### config.mk
export PLATFORM = sky130hd
export DESIGN_NAME = z80_alu_flag_unit_core
export DESIGN_NICKNAME = d
export VERILOG_FILES = /design/src/design/zaf_pkg.sv /design/src/design/zaf_alu.sv /design/src/design/z80_alu_flag_unit_core.sv
export SDC_FILE = /design/constraint.sdc
export NUM_CORES = 1
export LEC_CHECK = 0
export BUFFER_PORTS_ARGS = -buffer_cell sky130_fd_sc_hd__buf_2
export CELL_PAD_IN_SITES_DETAIL_PLACEMENT = 1
export CELL_PAD_IN_SITES_GLOBAL_PLACEMENT = 2
export CORE_MARGIN = 5
export CORE_UTILIZATION = 40
export DETAILED_ROUTE_END_ITERATION = 12
export GPL_TIMING_DRIVEN = 0
export PLACE_DENSITY_LB_ADDON = 0.1
export SYNTH_ARGS = -nofsm -noshare
export SYNTH_HDL_FRONTEND = slang
export SYNTH_HIERARCHICAL = 1
export SYNTH_SLANG_ARGS = --single-unit
export TNS_END_PERCENT = 1
### constraint.sdc
create_clock -name clock -period 18.45 [get_ports clock]
set_input_delay 3.69 -clock clock [delete_from_list [all_inputs] [get_ports clock]]
set_output_delay 3.69 -clock clock [all_outputs]
set_load 0.05 [all_outputs]
### src/design/zaf_pkg.sv
// Shared types, operation codes and flag bit positions for the Z80 ALU flag unit.
package zaf_pkg;

   // Operation codes carried in the opcode field.
   localparam logic [4:0] OP_ADD8  = 5'd0;
   localparam logic [4:0] OP_ADC8  = 5'd1;
   localparam logic [4:0] OP_SUB8  = 5'd2;
   localparam logic [4:0] OP_SBC8  = 5'd3;
   localparam logic [4:0] OP_INC8  = 5'd4;
   localparam logic [4:0] OP_DEC8  = 5'd5;
   localparam logic [4:0] OP_RLC   = 5'd6;
   localparam logic [4:0] OP_RRC   = 5'd7;
   localparam logic [4:0] OP_RL    = 5'd8;
   localparam logic [4:0] OP_RR    = 5'd9;
   localparam logic [4:0] OP_SLA   = 5'd10;
   localparam logic [4:0] OP_SRA   = 5'd11;
   localparam logic [4:0] OP_SLL   = 5'd12;
   localparam logic [4:0] OP_SRL   = 5'd13;
   localparam logic [4:0] OP_DAA   = 5'd14;
   localparam logic [4:0] OP_ADD16 = 5'd15;
   localparam logic [4:0] OP_WIDE  = 5'd16;

   // Bit positions inside the flag byte.
   localparam int FLAG_S  = 7;
   localparam int FLAG_Z  = 6;
   localparam int FLAG_5  = 5;
   localparam int FLAG_H  = 4;
   localparam int FLAG_3  = 3;
   localparam int FLAG_PV = 2;
   localparam int FLAG_N  = 1;
   localparam int FLAG_C  = 0;

   // Decimal adjust constants.
   localparam logic [7:0] DAA_LO_FIX   = 8'h06;
   localparam logic [7:0] DAA_HI_FIX   = 8'h60;
   localparam logic [8:0] DAA_HI_LIMIT = 9'h09F;
   localparam logic [3:0] DAA_DIGIT_MAX = 4'd9;

   // Increment and decrement overflow operands.
   localparam logic [7:0] INC_OVF_OPERAND = 8'h7F;
   localparam logic [7:0] DEC_OVF_OPERAND = 8'h80;

   // One input item.
   typedef struct packed {
      logic [4:0]  opcode;
      logic        wide_subtract;
      logic [15:0] operand_a;
      logic [15:0] operand_b;
      logic        carry_in;
      logic [7:0]  flags_in;
   } zaf_req_type;

   // One result item.
   typedef struct packed {
      logic [15:0] result;
      logic [7:0]  flags_out;
   } zaf_rsp_type;

endpackage

### src/design/zaf_alu.sv
// Combinational datapath: result value and flag byte for one item.
module zaf_alu (
   input  zaf_pkg::zaf_req_type req,
   output zaf_pkg::zaf_rsp_type rsp
);
   import zaf_pkg::*;

   // S, Z, F5 and F3 of an 8-bit value.
   function automatic logic [7:0] sz53(input logic [7:0] r);
      logic [7:0] f;
      f         = 8'h00;
      f[FLAG_S] = r[7];
      f[FLAG_5] = r[5];
      f[FLAG_3] = r[3];
      f[FLAG_Z] = (r == 8'h00);
      return f;
   endfunction

   // S, Z, F5, F3 and even parity of an 8-bit value.
   function automatic logic [7:0] sz53p(input logic [7:0] r);
      logic [7:0] f;
      f          = sz53(r);
      f[FLAG_PV] = ~^r;
      return f;
   endfunction

   logic [7:0]  a8;
   logic [7:0]  b8;
   logic        c8;
   logic [8:0]  sum9;
   logic [4:0]  hsum5;
   logic [8:0]  dif9;
   logic [4:0]  hdif5;
   logic [7:0]  inc8;
   logic [7:0]  dec8;
   logic        c16;
   logic [16:0] sum17;
   logic [12:0] hsum13;
   logic [16:0] dif17;
   logic [12:0] hdif13;
   logic        daa_n;
   logic        daa_h;
   logic        daa_c;
   logic        daa_lo_adj;
   logic [8:0]  daa_t9;
   logic        daa_hi_adj;
   logic [7:0]  daa_add_res;
   logic [7:0]  daa_sub_res;
   logic [7:0]  sh_res;
   logic        sh_out;

   assign a8 = req.operand_a[7:0];
   assign b8 = req.operand_b[7:0];

   // Carry taken only by the with-carry forms.
   assign c8  = ((req.opcode == OP_ADC8) || (req.opcode == OP_SBC8)) ? req.carry_in : 1'b0;
   assign c16 = (req.opcode == OP_WIDE) ? req.carry_in : 1'b0;

   // 8-bit adder and subtractor with nibble carries.
   assign sum9  = {1'b0, a8} + {1'b0, b8} + {8'd0, c8};
   assign hsum5 = {1'b0, a8[3:0]} + {1'b0, b8[3:0]} + {4'd0, c8};
   assign dif9  = {1'b0, a8} - {1'b0, b8} - {8'd0, c8};
   assign hdif5 = {1'b0, a8[3:0]} - {1'b0, b8[3:0]} - {4'd0, c8};
   assign inc8  = a8 + 8'd1;
   assign dec8  = a8 - 8'd1;

   // 16-bit adder and subtractor with carries out of bit 11.
   assign sum17  = {1'b0, req.operand_a} + {1'b0, req.operand_b} + {16'd0, c16};
   assign hsum13 = {1'b0, req.operand_a[11:0]} + {1'b0, req.operand_b[11:0]} + {12'd0, c16};
   assign dif17  = {1'b0, req.operand_a} - {1'b0, req.operand_b} - {16'd0, c16};
   assign hdif13 = {1'b0, req.operand_a[11:0]} - {1'b0, req.operand_b[11:0]} - {12'd0, c16};

   // Decimal adjust: on add, low digit fix, then high fix on the adjusted value.
   assign daa_n       = req.flags_in[FLAG_N];
   assign daa_h       = req.flags_in[FLAG_H];
   assign daa_c       = req.flags_in[FLAG_C];
   assign daa_lo_adj  = daa_h || (a8[3:0] > DAA_DIGIT_MAX);
   assign daa_t9      = {1'b0, a8} + (daa_lo_adj ? {1'b0, DAA_LO_FIX} : 9'd0);
   assign daa_hi_adj  = daa_c || (daa_t9 > DAA_HI_LIMIT);
   assign daa_add_res = daa_t9[7:0] + (daa_hi_adj ? DAA_HI_FIX : 8'h00);
   assign daa_sub_res = a8 - (daa_h ? DAA_LO_FIX : 8'h00) - (daa_c ? DAA_HI_FIX : 8'h00);

   // Shift and rotate network.
   always_comb begin
      unique case (req.opcode)
         OP_RLC: begin
            sh_res = {a8[6:0], a8[7]};
            sh_out = a8[7];
         end
         OP_RRC: begin
            sh_res = {a8[0], a8[7:1]};
            sh_out = a8[0];
         end
         OP_RL: begin
            sh_res = {a8[6:0], req.carry_in};
            sh_out = a8[7];
         end
         OP_RR: begin
            sh_res = {req.carry_in, a8[7:1]};
            sh_out = a8[0];
         end
         OP_SLA: begin
            sh_res = {a8[6:0], 1'b0};
            sh_out = a8[7];
         end
         OP_SRA: begin
            sh_res = {a8[7], a8[7:1]};
            sh_out = a8[0];
         end
         OP_SLL: begin
            sh_res = {a8[6:0], 1'b1};
            sh_out = a8[7];
         end
         default: begin
            sh_res = {1'b0, a8[7:1]};
            sh_out = a8[0];
         end
      endcase
   end

   // Result and flag selection by operation.
   always_comb begin
      rsp.result    = 16'h0000;
      rsp.flags_out = req.flags_in;
      unique case (req.opcode)
         OP_ADD8, OP_ADC8: begin
            rsp.result             = {8'h00, sum9[7:0]};
            rsp.flags_out          = sz53(sum9[7:0]);
            rsp.flags_out[FLAG_H]  = hsum5[4];
            rsp.flags_out[FLAG_C]  = sum9[8];
            rsp.flags_out[FLAG_PV] = ~(a8[7] ^ b8[7]) & (sum9[7] ^ a8[7]);
         end
         OP_SUB8, OP_SBC8: begin
            rsp.result             = {8'h00, dif9[7:0]};
            rsp.flags_out          = sz53(dif9[7:0]);
            rsp.flags_out[FLAG_N]  = 1'b1;
            rsp.flags_out[FLAG_H]  = hdif5[4];
            rsp.flags_out[FLAG_C]  = dif9[8];
            rsp.flags_out[FLAG_PV] = (a8[7] ^ b8[7]) & (a8[7] ^ dif9[7]);
         end
         OP_INC8: begin
            rsp.result             = {8'h00, inc8};
            rsp.flags_out          = sz53(inc8);
            rsp.flags_out[FLAG_C]  = req.flags_in[FLAG_C];
            rsp.flags_out[FLAG_H]  = (a8[3:0] == 4'hF);
            rsp.flags_out[FLAG_PV] = (a8 == INC_OVF_OPERAND);
         end
         OP_DEC8: begin
            rsp.result             = {8'h00, dec8};
            rsp.flags_out          = sz53(dec8);
            rsp.flags_out[FLAG_N]  = 1'b1;
            rsp.flags_out[FLAG_C]  = req.flags_in[FLAG_C];
            rsp.flags_out[FLAG_H]  = (a8[3:0] == 4'h0);
            rsp.flags_out[FLAG_PV] = (a8 == DEC_OVF_OPERAND);
         end
         OP_RLC, OP_RRC, OP_RL, OP_RR, OP_SLA, OP_SRA, OP_SLL, OP_SRL: begin
            rsp.result            = {8'h00, sh_res};
            rsp.flags_out         = sz53p(sh_res);
            rsp.flags_out[FLAG_C] = sh_out;
         end
         OP_DAA: begin
            if (daa_n) begin
               rsp.result            = {8'h00, daa_sub_res};
               rsp.flags_out         = sz53p(daa_sub_res);
               rsp.flags_out[FLAG_H] = daa_h;
               rsp.flags_out[FLAG_C] = daa_c;
            end else begin
               rsp.result            = {8'h00, daa_add_res};
               rsp.flags_out         = sz53p(daa_add_res);
               rsp.flags_out[FLAG_H] = daa_lo_adj;
               rsp.flags_out[FLAG_C] = daa_hi_adj;
            end
            rsp.flags_out[FLAG_N] = daa_n;
         end
         OP_ADD16: begin
            rsp.result             = sum17[15:0];
            rsp.flags_out          = 8'h00;
            rsp.flags_out[FLAG_S]  = req.flags_in[FLAG_S];
            rsp.flags_out[FLAG_Z]  = req.flags_in[FLAG_Z];
            rsp.flags_out[FLAG_PV] = req.flags_in[FLAG_PV];
            rsp.flags_out[FLAG_5]  = sum17[13];
            rsp.flags_out[FLAG_3]  = sum17[11];
            rsp.flags_out[FLAG_H]  = hsum13[12];
            rsp.flags_out[FLAG_C]  = sum17[16];
         end
         OP_WIDE: begin
            rsp.flags_out = 8'h00;
            if (req.wide_subtract) begin
               rsp.result             = dif17[15:0];
               rsp.flags_out[FLAG_N]  = 1'b1;
               rsp.flags_out[FLAG_H]  = hdif13[12];
               rsp.flags_out[FLAG_C]  = dif17[16];
               rsp.flags_out[FLAG_PV] = (req.operand_a[15] ^ req.operand_b[15])
                                      & (req.operand_a[15] ^ dif17[15]);
            end else begin
               rsp.result             = sum17[15:0];
               rsp.flags_out[FLAG_H]  = hsum13[12];
               rsp.flags_out[FLAG_C]  = sum17[16];
               rsp.flags_out[FLAG_PV] = ~(req.operand_a[15] ^ req.operand_b[15])
                                      & (sum17[15] ^ req.operand_a[15]);
            end
            rsp.flags_out[FLAG_S] = rsp.result[15];
            rsp.flags_out[FLAG_Z] = (rsp.result == 16'h0000);
            rsp.flags_out[FLAG_5] = rsp.result[13];
            rsp.flags_out[FLAG_3] = rsp.result[11];
         end
         default: begin
            // Unused operation codes give zero and pass the flags through.
            rsp.result    = 16'h0000;
            rsp.flags_out = req.flags_in;
         end
      endcase
   end

endmodule

### src/design/z80_alu_flag_unit_core.sv
// Top level of the Z80 ALU flag unit: input register, datapath and result register.
//
// The unit takes one item in every clock cycle and never raises busy. Each item
// is captured in an input register, passes through one combinational datapath
// (8-bit and 16-bit adders, shift network, decimal adjust) and lands in the
// result register. Its result appears on the rsp_ ports, marked by rsp_valid,
// once the result register has captured it. Results leave in the order the
// items came in, one cycle each, and the receiver must take them as they
// appear.
module z80_alu_flag_unit_core (
   input  logic                 clock,
   input  logic                 reset,
   input  logic                 start,
   output logic                 busy,
   input  zaf_pkg::zaf_req_type req_item,
   output logic                 rsp_valid,
   output zaf_pkg::zaf_rsp_type rsp_item
);
   import zaf_pkg::*;

   logic        in_valid_ff;
   logic        in_valid_in;
   zaf_req_type in_item_ff;
   logic        rsp_valid_ff;
   logic        rsp_valid_in;
   zaf_rsp_type rsp_item_ff;
   zaf_rsp_type alu_rsp;

   // The pipeline never stalls, so a new item is always welcome.
   assign busy = 1'b0;

   assign in_valid_in  = start && !busy;
   assign rsp_valid_in = in_valid_ff;

   // Input register.
   always_ff @(posedge clock) begin
      if (reset) begin
         in_valid_ff <= 1'b0;
      end else begin
         in_valid_ff <= in_valid_in;
      end
      if (in_valid_in) begin
         in_item_ff <= req_item;
      end
   end

   zaf_alu u_alu (
      .req (in_item_ff),
      .rsp (alu_rsp)
   );

   // Result register.
   always_ff @(posedge clock) begin
      if (reset) begin
         rsp_valid_ff <= 1'b0;
      end else begin
         rsp_valid_ff <= rsp_valid_in;
      end
      if (rsp_valid_in) begin
         rsp_item_ff <= alu_rsp;
      end
   end

   assign rsp_valid = rsp_valid_ff;
   assign rsp_item  = rsp_item_ff;

   // Every accepted item yields a result strobe through the input and result registers, and nothing else does.
   a_result_follows_item: assert property (@(posedge clock) disable iff (reset)
      ($past(reset, 1) == 1'b0 && $past(reset, 2) == 1'b0)
      |-> (rsp_valid == $past(start, 2)))
      else $error("result strobe does not match accepted item two cycles earlier");

   // Byte-wide operations give a zero high byte.
   a_byte_result_zero_extended: assert property (@(posedge clock) disable iff (reset)
      (rsp_valid && $past(start, 2) && $past(req_item.opcode, 2) < OP_ADD16)
      |-> (rsp_item.result[15:8] == 8'h00))
      else $error("byte operation produced a nonzero high byte");

   // Unused operation codes pass the flag byte through and give zero.
   a_unused_op_passthrough: assert property (@(posedge clock) disable iff (reset)
      (rsp_valid && $past(start, 2) && $past(req_item.opcode, 2) > OP_WIDE)
      |-> (rsp_item.flags_out == $past(req_item.flags_in, 2) && rsp_item.result == 16'h0000))
      else $error("unused operation code altered flags or result");

   // Shifts, rotates and decimal adjust set Z exactly for a zero result.
   a_shift_zero_flag: assert property (@(posedge clock) disable iff (reset)
      (rsp_valid && $past(start, 2) && $past(req_item.opcode, 2) >= OP_RLC
       && $past(req_item.opcode, 2) <= OP_DAA)
      |-> (rsp_item.flags_out[FLAG_Z] == (rsp_item.result == 16'h0000)))
      else $error("zero flag disagrees with result");

endmodule
==> results of run 1 <==
[layout make-up]
cell class	count	area share
Sequential cell	73	0.264
Buffer	32	0.0154
Tap cell	229	0.0349
Timing Repair Buffer	74	0.0451
Inverter	79	0.0361
Clock buffer	10	0.0279
Multi-Input combinational cell	626	0.562
Clock inverter	6	0.0140
[registers in the layout, summed over array words and instances, names as in the netlist]
register,count
rsp_item,24
in_valid_ff,1
in_item_ff,47
rsp_valid,1
[Yosys cell counts, types with 10 or more instances]
library cell and n:
nor2_1 64, nand2b_1 11, nor3_1 24, xor2_1 12, inv_1 72, a211oi_1 10, fa_1 10, clkbuf_1 26
o21ai_0 40, edfxtp_1 71, a21oi_1 51, nand3_1 27, o31ai_1 10, o22ai_1 14, ha_1 79, xnor2_1 64
nor2b_1 13, nand2_1 47, mux2i_1 18
[placed cells by master (no fill, tap or decap), types with 8 or more instances in the layout]
cell type	netlist	layout
a211oi_1	10	10
a21oi_1	51	51
a31oi_1	8	8
and3_1	8	8
buf_2	2	76
clkbuf_1	26	27
clkbuf_16	0	9
edfxtp_1	71	71
fa_1	10	10
ha_1	79	79
inv_1	72	72
mux2i_1	18	18
nand2_1	47	47
nand2b_1	11	11
nand3_1	27	27
nor2_1	64	64
nor2b_1	13	13
nor3_1	24	24
o211ai_1	9	9
o21ai_0	40	40
o22ai_1	14	14
o31ai_1	10	10
xnor2_1	64	64
xor2_1	12	12
[logic make-up (layout without fill, tap and decap cells)]
family          after synthesis  count (layout)
simple gates                233             233
compound gates              207             207
buf+inv                     111             201
fa+ha+maj                    89              89
xor+xnor                     77              77
flops                        73              73
mux                          19              19
other cells                   1               1
[worst max-delay path, delay by kind of cell, from the launching register on]
family	cells	cell delay, ps
AOI/OAI and AO/OA	8	1860
adders and majority gates	7	1880
DFF	1	740
and+or+nand+nor	6	1320
buffers and inverters	6	1320
xor gates and xnor gates	3	650
[stage by stage]
step | std cells | util
after CTS | 1129 | 0.460
after global placement | 1113 | 0.441
after global routing | 1129 | 0.460
after floorplan | 810 | -
after detailed placement | 1113 | 0.441
final | 1129 | 0.460
[metal layers]
metal / routed length [µm] / up-vias / global-route usage
li1: - / 3116 / -
met1: 13200 / 3320 / 0.395
met2: 12400 / 199 / 0.416
met3: 1250 / 37 / 0.0324
met4: 503 / 0 / 0.0633
met5: 0 / - / 0
[worst paths after layout]
| check | startpoint | endpoint | cells after the start |
|---|---|---|---|
| setup / recovery | in_item_ff[26] | rsp_item[6] | 30 |
| hold / removal | in_item_ff[3] | rsp_item[3] | 2 |
| hold reg to reg | in_item_ff[3] | rsp_item[3] | 2 |
| setup reg to reg | in_item_ff[26] | rsp_item[6] | 30 |
[report_power, final]
group | leakage, nW | internal, W | total, W | switching [W]
clock network | 0.163 | 0.000133 | 0.000211 | 0.0000780
registers | 0.685 | 0.000199 | 0.000212 | 0.0000126
logic | 2.48 | 0.000134 | 0.000368 | 0.000233
==> flow_metrics.py, run 1 <==
metrics = {
    "status": {
        "status": "finished, final reports clean",
    },
    "place": {
        "pre_cts_ws_ps": 10540,
        "hpwl_um": 21800,
        "place_area_um2": 7870,
        "io_buffers": 74,
        "gp_congestion": 0.963,
    },
    "floorplanning": {
        "initial_core_util": 0.404,
        "rows": 49,
        "ioPinCount": 76,
        "die_w_um": 144,
        "die_area_um2": 20800,
        "fp.dieH_um": 144,
        "core_area_um2": 17800,
    },
    "clocking": {
        "cts.path.max_buffers": 2,
        "hold_buffers": 0,
        "htreeDepth": 3,
        "cts-resized-gates": 0,
        "numCtsBuffers": 9,
        "cts_sinks": 73,
        "clk_latency_ps": 350,
        "cts_tree": "built",
        "path_clk_slew_ps": 70,
        "post-cts-setup-buffer-count": 0,
        "clockRootBuffer": "clkbuf_16",
    },
    "global_route": {
        "overflow": 0,
        "grt_pass1_wl_um": 41300,
        "grt_max_degree": 49,
        "antenna_found_initial": 0,
        "first_global_vias": 6840,
        "track_usage": 0.267,
    },
    "setup_path": {
        "critical_path_class": "flop to flop",
        "critPathMaxStageDelay_ps": 740,
        "required_ps": 18530,
        "critPathArrivalTime_ps": 8110,
        "cp_slowest_cell": "edfxtp_1",
        "worstPathMaxFanout": 14,
        "r2r_slack_ps": 10420,
        "start_kind": "flop",
        "end_kind": "flop",
    },
    "timing": {
        "period_minus_slack_ps": 8030,
        "min_period_over_period": 0.435,
        "worst_hold_slack_ps": 547,
        "relSlewSlack": 0.158,
        "fmax_ghz": 0.125,
        "rsz0062_at_grt": "no",
        "finClkSkew_ps": 8.83,
        "setup_tns_ps": 0,
        "tightestPinTransition_ps": 1260,
        "final-hold-violation-count": 0,
        "maxSlewViolCount": 0,
        "finalSetupViolCount": 0,
        "finalWorstSetupSlack_ps": 10420,
    },
    "route": {
        "drc": 0,
        "drtPass1Iterations": 5,
        "drt_iter0_markers": 643,
        "routed_wl_um": 27300,
        "vias_per_cell": 5.91,
        "via_count": 6672,
        "ant_nets": 0,
        "wl_per_cell_um": 24.2,
    },
    "logic_synthesis": {
        "synthesis.area_um2": 7210,
        "synth_area_leaders": "edfxtp_1, ha_1, xnor2_1",
        "synth_xor_area_frac": 0.0954,
        "yosysSeqAreaShare": 0.301,
        "ys_ff_latch": 73,
        "synth_edf_count": 71,
        "synth_top_family_by_area": "compound AO/OA/AOI/OAI gates",
        "synth_ff_type": "edfxtp_1",
        "synth_top_area_cell": "edfxtp_1",
        "yosys.area_share.simple": 0.159,
        "yosysWarnings": 6,
        "async_flop_share": 0,
        "synth_mux_area_frac": 0.0265,
        "ys_types": 73,
        "netlist.area_leader.share": 0.296,
        "syn-instance-count": 810,
        "synth_area_per_cell_um2": 8.90,
        "synth-compound-area-share": 0.194,
        "synthAdderAreaFrac": 0.165,
        "syn-num-nets": 949,
    },
    "layout": {
        "multiInputGateArea_um2": 4620,
        "final_area_um2": 8210,
        "drive_above_1_share": 0.114,
        "diodes": 0,
        "final_nets": 1034,
        "syn_to_final_growth_pct": 13.9,
        "nFillCells": 2144,
        "final-seq-area_um2": 2170,
    },
    "pwr": {
        "vdd_drop_max_mv": 0.0467,
        "powerDensity_nw_per_um2": 96.3,
        "finalPower_w": 0.000791,
        "cellLeakagePower_nw": 3.33,
    },
    "min_path": {
        "hp-class": "flop to flop",
    },
    "run": {
        "cap_violations": 0,
    },
}
(Power assumes the default switching activity.)
==> inputs of run 2 (changes only) <==
--- a/config.mk
+++ b/config.mk
@@ -5,11 +5,12 @@
 export SDC_FILE = /design/constraint.sdc
 export NUM_CORES = 1
 export LEC_CHECK = 0
+export ABC_AREA = 1
 export BUFFER_PORTS_ARGS = -buffer_cell sky130_fd_sc_hd__buf_2
 export CELL_PAD_IN_SITES_DETAIL_PLACEMENT = 1
 export CELL_PAD_IN_SITES_GLOBAL_PLACEMENT = 2
 export CORE_MARGIN = 5
-export CORE_UTILIZATION = 40
+export CORE_UTILIZATION = 35
 export DETAILED_ROUTE_END_ITERATION = 12
 export GPL_TIMING_DRIVEN = 0
 export PLACE_DENSITY_LB_ADDON = 0.1
==> constraint.sdc (replaced) <==
create_clock -name clock -period 7.6 [get_ports clock]
set_input_delay 1.52 -clock clock [delete_from_list [all_inputs] [get_ports clock]]
set_output_delay 1.52 -clock clock [all_outputs]
set_load 0.05 [all_outputs]
==> run 2 against run 1 <==
  * First-iteration DRC count decreased by 32%
  * Synthesized cell count increased by 25%
  * Utilization shrank 5.5 points
  * Highest routed layer unchanged
==> flow_metrics.py, run 2 <==
metrics = {
    "setup_path": {
        "start_kind": "flop",
        "cp_common_cell": "inv_1",
        "r2r-start": "in_item_ff[25]",
        "required_ps": 7690,
        "worstPathMaxFanout": 14,
        "crit_start": "in_item_ff[25]",
        "reg2reg_depth": 32,
        "critPathMaxStageDelay_ps": 870,
        "endpoint": "rsp_item[2]",
        "r2r-end": "rsp_item[2]",
        "critPathArrivalTime_ps": 6770,
        "r2r_slack_ps": 920,
        "end_kind": "flop",
        "critical_path_class": "flop to flop",
        "cp_slowest_cell": "edfxtp_1",
    },
    "logic_synthesis": {
        "yosys-top-cells-count": "nand2_1, inv_1, nand3_1",
        "syn-num-nets": 1149,
        "synth_top_area_cell": "edfxtp_1",
        "synth_area_leaders": "edfxtp_1, ha_1, nand2_1",
        "yosysWarnings": 6,
        "netlist.area_leader.share": 0.283,
        "ys_ff_latch": 73,
        "async_flop_share": 0,
        "synth_ff_type": "edfxtp_1",
        "syn-instance-count": 1010,
        "synth.most_common_cell": "nand2_1",
        "synth_edf_count": 71,
        "synthesis.area_um2": 7530,
        "ys_types": 64,
        "yosysSeqAreaShare": 0.288,
        "synth_area_per_cell_um2": 7.46,
    },
    "place": {
        "pre_cts_ws_ps": 856,
        "gp_congestion": 0.916,
        "hpwl_um": 23200,
        "io_buffers": 74,
        "dpl.cell_count": 1359,
    },
    "layout": {
        "largest_reg_flops": 47,
        "layout.cells.non_filler": 1375,
        "diodes": 0,
        "regMostFlops": "in_item_ff",
        "drive_above_1_share": 0.151,
        "final_cell_mix": "nand2_1, inv_1, nand3_1, buf_2, ha_1",
        "layout_commonest_cell": "nand2_1",
        "final_nets": 1234,
        "syn_to_final_growth_pct": 13.6,
    },
    "clocking": {
        "cts.path.max_buffers": 2,
        "hold_buffers": 0,
        "clk_latency_ps": 350,
        "numCtsBuffers": 9,
        "cts-resized-gates": 0,
        "cts_sinks": 73,
        "path_clk_slew_ps": 70,
        "clockRootBuffer": "clkbuf_16",
        "post-cts-setup-buffer-count": 0,
        "htreeDepth": 3,
        "cts_tree": "built",
    },
    "floorplanning": {
        "rows": 53,
        "die_area_um2": 24500,
        "fp.dieH_um": 157,
        "die_w_um": 157,
        "core_area_um2": 21100,
        "initial_core_util": 0.357,
        "ioPinCount": 76,
    },
    "pwr": {
        "finalPower_w": 0.00181,
        "vdd_drop_max_mv": 0.107,
        "powerDensity_nw_per_um2": 212,
        "cellLeakagePower_nw": 4.08,
    },
    "timing": {
        "finalWorstSetupSlack_ps": 919,
        "relSlewSlack": 0.0696,
        "worst_hold_slack_ps": 541,
        "rsz0062_at_grt": "no",
        "fmax_ghz": 0.150,
        "period_minus_slack_ps": 6680,
        "final-hold-violation-count": 0,
        "finClkSkew_ps": 17.5,
        "min_period_over_period": 0.879,
        "finalSetupViolCount": 0,
        "tightestPinTransition_ps": 1380,
        "maxSlewViolCount": 0,
        "setup_tns_ps": 0,
    },
    "route": {
        "via_count": 7122,
        "drt_iter0_markers": 435,
        "ant_nets": 0,
        "vias_per_cell": 5.18,
        "drtPass1Iterations": 5,
        "drc": 0,
        "routed_wl_um": 28000,
        "wl_per_cell_um": 20.4,
    },
    "min_path": {
        "holdPathStages": 2,
        "hp-class": "flop to flop",
        "min-delay-start": "in_item_ff[3]",
    },
    "global_route": {
        "grt_pass1_wl_um": 42500,
        "first_global_vias": 7331,
        "overflow": 0,
        "antenna_found_initial": 1,
        "track_usage": 0.230,
        "grt_max_degree": 49,
    },
    "run": {
        "cap_violations": 0,
    },
    "status": {
        "status": "finished, final reports clean",
    },
}
run 2: metal layers:
metal | track usage | vias to the layer above | part of all wire
li1 | - | 3526 | -
met1 | 0.325 | 3415 | 0.47
met2 | 0.379 | 162 | 0.46
met3 | 0.0293 | 19 | 0.048
met4 | 0.0459 | 0 | 0.013
met5 | 0 | - | 0
run 2: worst max-delay path, delay by kind of cell, from the launching register on:
kind	cells	cell delay [ps]
AND/OR/NAND/NOR	12	1570
buffers and inverters	8	1020
flip-flops	1	870
AO/OA/AOI/OAI	2	390
XOR/XNOR	3	570
adder cells (fa/ha/maj)	7	1970
run 2: cell families after synthesis:
group	count (synthesis)	share of synthesized area
AND/OR/NAND/NOR	509	0.310
buffers and inverters	177	0.0960
AO/OA/AOI/OAI	114	0.0919
adder cells (fa/ha/maj)	89	0.158
flip-flops	73	0.288
XOR/XNOR	47	0.0557
other	1	0.000498
run 2: worst min path at each step:
| stage | to | slack (ps) |
|---|---|---|
| 2_1_floorplan | rsp_item[3] | 500 |
| 3_3_place_gp | rsp_item[3] | 510 |
| 3_5_place_dp | rsp_item[3] | 520 |
| 4_1_cts | rsp_item[3] | 540 |
| 5_1_grt | rsp_item[5] | 590 |
| 6_report | rsp_item[3] | 540 |
run 2: per-stage QoR:
stage	util	instance area, µm²
after CTS	0.406	8550
after floorplan	-	7530
after global routing	0.406	8550
after detailed placement	0.391	8250
after global placement	0.391	8240
final	0.406	8550
run 2: final cells by class:
cell class              instances  area [µm²]
clock buffers                   9         225
repair buffers                 74         370
flip-flops and latches         73        2170
inverters                     161         611
well taps                     275         344
multi-input cells             760        4630
fillers                      2688       12500
clock inverters                 7        83.8
plain buffers                  16         113
run 2: power breakdown:
part           switching (W)  internal, W
Clock               0.000200     0.000261
Combinational       0.000567     0.000267
Sequential         0.0000306     0.000484
==> inputs of run 3 (changes only) <==
--- a/config.mk
+++ b/config.mk
@@ -5,12 +5,11 @@
 export SDC_FILE = /design/constraint.sdc
 export NUM_CORES = 1
 export LEC_CHECK = 0
-export ABC_AREA = 1
 export BUFFER_PORTS_ARGS = -buffer_cell sky130_fd_sc_hd__buf_2
 export CELL_PAD_IN_SITES_DETAIL_PLACEMENT = 1
 export CELL_PAD_IN_SITES_GLOBAL_PLACEMENT = 2
 export CORE_MARGIN = 5
-export CORE_UTILIZATION = 35
+export CORE_UTILIZATION = 38
 export DETAILED_ROUTE_END_ITERATION = 12
 export GPL_TIMING_DRIVEN = 0
 export PLACE_DENSITY_LB_ADDON = 0.1
==> constraint.sdc (replaced) <==
create_clock -name clock -period 7.6 [get_ports clock]
set_input_delay 1.52 -clock clock [delete_from_list [all_inputs] [get_ports clock]]
set_output_delay 1.52 -clock clock [all_outputs]
set_load 0.005 [all_outputs]
==> run 3 against run 2 <==
  * Hold slack better by 68 ps
  * Sequential share of layout area is 0.97 points higher
  * Final cell count is 17% lower
  * First-iteration DRC count is 1.6% higher
  * Critical path type unchanged
==> flow_metrics.py, run 3 (same netlist as run 1, synthesis figures left out) <==
metrics = {
    "pwr": {
        "p_sw_w": 0.000751,
        "p_seq_frac": 0.280,
        "p_clk_frac": 0.250,
        "internal-power_w": 0.00107,
        "cellLeakagePower_nw": 3.35,
        "vdd_drop_max_mv": 0.103,
        "combPwrFrac": 0.470,
        "p_sw_frac": 0.411,
        "powerDensity_nw_per_um2": 222,
    },
    "global_route": {
        "grt_pass1_wl_um": 40900,
        "grt_max_degree": 49,
        "first_global_vias": 6782,
        "antenna_found_initial": 0,
        "track_usage": 0.246,
        "overflow": 0,
    },
    "route": {
        "routed_wl_um": 27300,
        "drc": 0,
        "wl_per_cell_um": 23.9,
        "vias_per_cell": 5.87,
        "drtPass1Iterations": 5,
        "drt_iter0_markers": 442,
        "via_count": 6690,
        "ant_nets": 0,
    },
    "floorplanning": {
        "ioPinCount": 76,
        "initial_core_util": 0.386,
        "rows": 50,
        "die_w_um": 148,
        "core_area_um2": 18700,
        "die_area_um2": 21800,
        "fp.dieH_um": 148,
    },
    "timing": {
        "final-hold-violation-count": 0,
        "tightestPinTransition_ps": 1240,
        "maxSlewViolCount": 0,
        "finalSetupViolCount": 0,
        "relSlewSlack": 0.169,
        "fmax_ghz": 0.141,
        "finalWorstSetupSlack_ps": 508,
        "rsz0062_at_grt": "no",
        "finClkSkew_ps": 9.15,
        "min_period_over_period": 0.933,
        "period_minus_slack_ps": 7090,
    },
    "setup_path": {
        "end_kind": "flop",
        "critical_path_class": "flop to flop",
        "required_ps": 7670,
        "worstPathMaxFanout": 10,
        "critPathArrivalTime_ps": 7170,
        "cp_slowest_cell": "or3_1",
        "critPathMaxStageDelay_ps": 450,
        "start_kind": "flop",
    },
    "layout": {
        "final_nets": 1040,
        "layout_commonest_cell": "ha_1",
        "final_cell_mix": "ha_1, buf_2, inv_1, edfxtp_1",
        "largest_reg_flops": 47,
        "utilization": 0.440,
        "diodes": 0,
        "regMostFlops": "in_item_ff",
        "drive_above_1_share": 0.124,
        "syn_to_final_growth_pct": 14.2,
    },
    "clocking": {
        "path_clk_slew_ps": 70,
        "cts_sinks": 73,
        "cts.path.max_buffers": 2,
        "htreeDepth": 3,
        "cts_tree": "built",
        "clk_latency_ps": 340,
        "numCtsBuffers": 9,
        "clockRootBuffer": "clkbuf_16",
    },
    "run": {
        "cap_violations": 0,
    },
    "place": {
        "pre_cts_ws_ps": -129,
        "gp_congestion": 0.949,
        "io_buffers": 74,
        "hpwl_um": 22000,
    },
    "min_path": {
        "hp-class": "flop to flop",
    },
    "status": {
        "status": "finished, final reports clean",
    },
}
[run 3: cell count changes in the layout (fill, tap and decap cells not counted), sizes merged, moves of 24 or more]
cell / change
clkbuf: +24
inv: -85
nand2: -211
nand3: -82
xnor2: +54
xor2: -25
[run 3: through the flow]
stage | power [W] | std cells | TNS [ps] | hold WS [ps] | cell area, µm²
2_1_floorplan | 0.00110 | 810 | 0 | 509 | 7210
3_3_place_gp | 0.00134 | 1118 | 0 | 583 | 7880
3_5_place_dp | 0.00136 | 1118 | -153 | 592 | 7880
4_1_cts | 0.00183 | 1135 | 0 | 608 | 8190
5_1_grt | 0.00193 | 1140 | 0 | 628 | 8230
6_report | 0.00183 | 1140 | 0 | 609 | 8230
[run 3: final timing paths]
check | start | end | slack [ps] | depth (start not counted)
worst max register to register | in_item_ff[25] | rsp_item[6] | 510 | 31
worst min-delay path | in_item_ff[3] | rsp_item[3] | 610 | 2
worst min register to register | in_item_ff[3] | rsp_item[3] | 610 | 2
worst max-delay path | in_item_ff[25] | rsp_item[6] | 510 | 31
[run 3: power groups by stage]
stage | Sequential, W | Clock, W | Combinational [W]
after detailed placement | 0.000523 | 0 | 0.000833
after CTS | 0.000513 | 0.000470 | 0.000844
after floorplan | 0.000512 | 0 | 0.000583
final | 0.000512 | 0.000456 | 0.000858
after global placement | 0.000522 | 0 | 0.000818
after global routing | 0.000516 | 0.000484 | 0.000934
[run 3: worst max-delay path: cells and delay by family (launching register included)]
family | cells | cell delay (ps)
AOI/OAI and AO/OA | 8 | 1790
xor gates and xnor gates | 3 | 620
adders and majority gates | 7 | 1660
buffers and inverters | 7 | 1100
DFF | 1 | 360
and+or+nand+nor | 6 | 1290
[run 3: repair_timing]
item / 4_1_cts / 5_1_grt
resized for setup: 1 / 0
pin swaps: 0 / 0
gates cloned: 0 / 0
hold endpoints to repair: 0 / 0
endpoints found under the setup margin: 2 / 4
hold buffers: 0 / 0
buffers inserted: 1 / 6
[run 3: area by class of cell]
class | count | area (µm²)
clock buffer | 9 | 225
tap | 234 | 293
multi-input combinational | 626 | 4620
timing repair buffer | 81 | 423
clock inverter | 7 | 83.8
inverter | 79 | 297
buffer | 31 | 124
sequential | 73 | 2170
fill | 2221 | 10500
[run 3: per-layer routing]
metal / track usage / wire, µm / vias up / share of wire
met1: 0.357 / 13000 / 3325 / 0.48
met3: 0.0377 / 1480 / 27 / 0.054
met5: 0 / 0 / - / 0
met2: 0.391 / 12400 / 211 / 0.45
met4: 0.0503 / 399 / 0 / 0.015
li1: - / - / 3127 / -
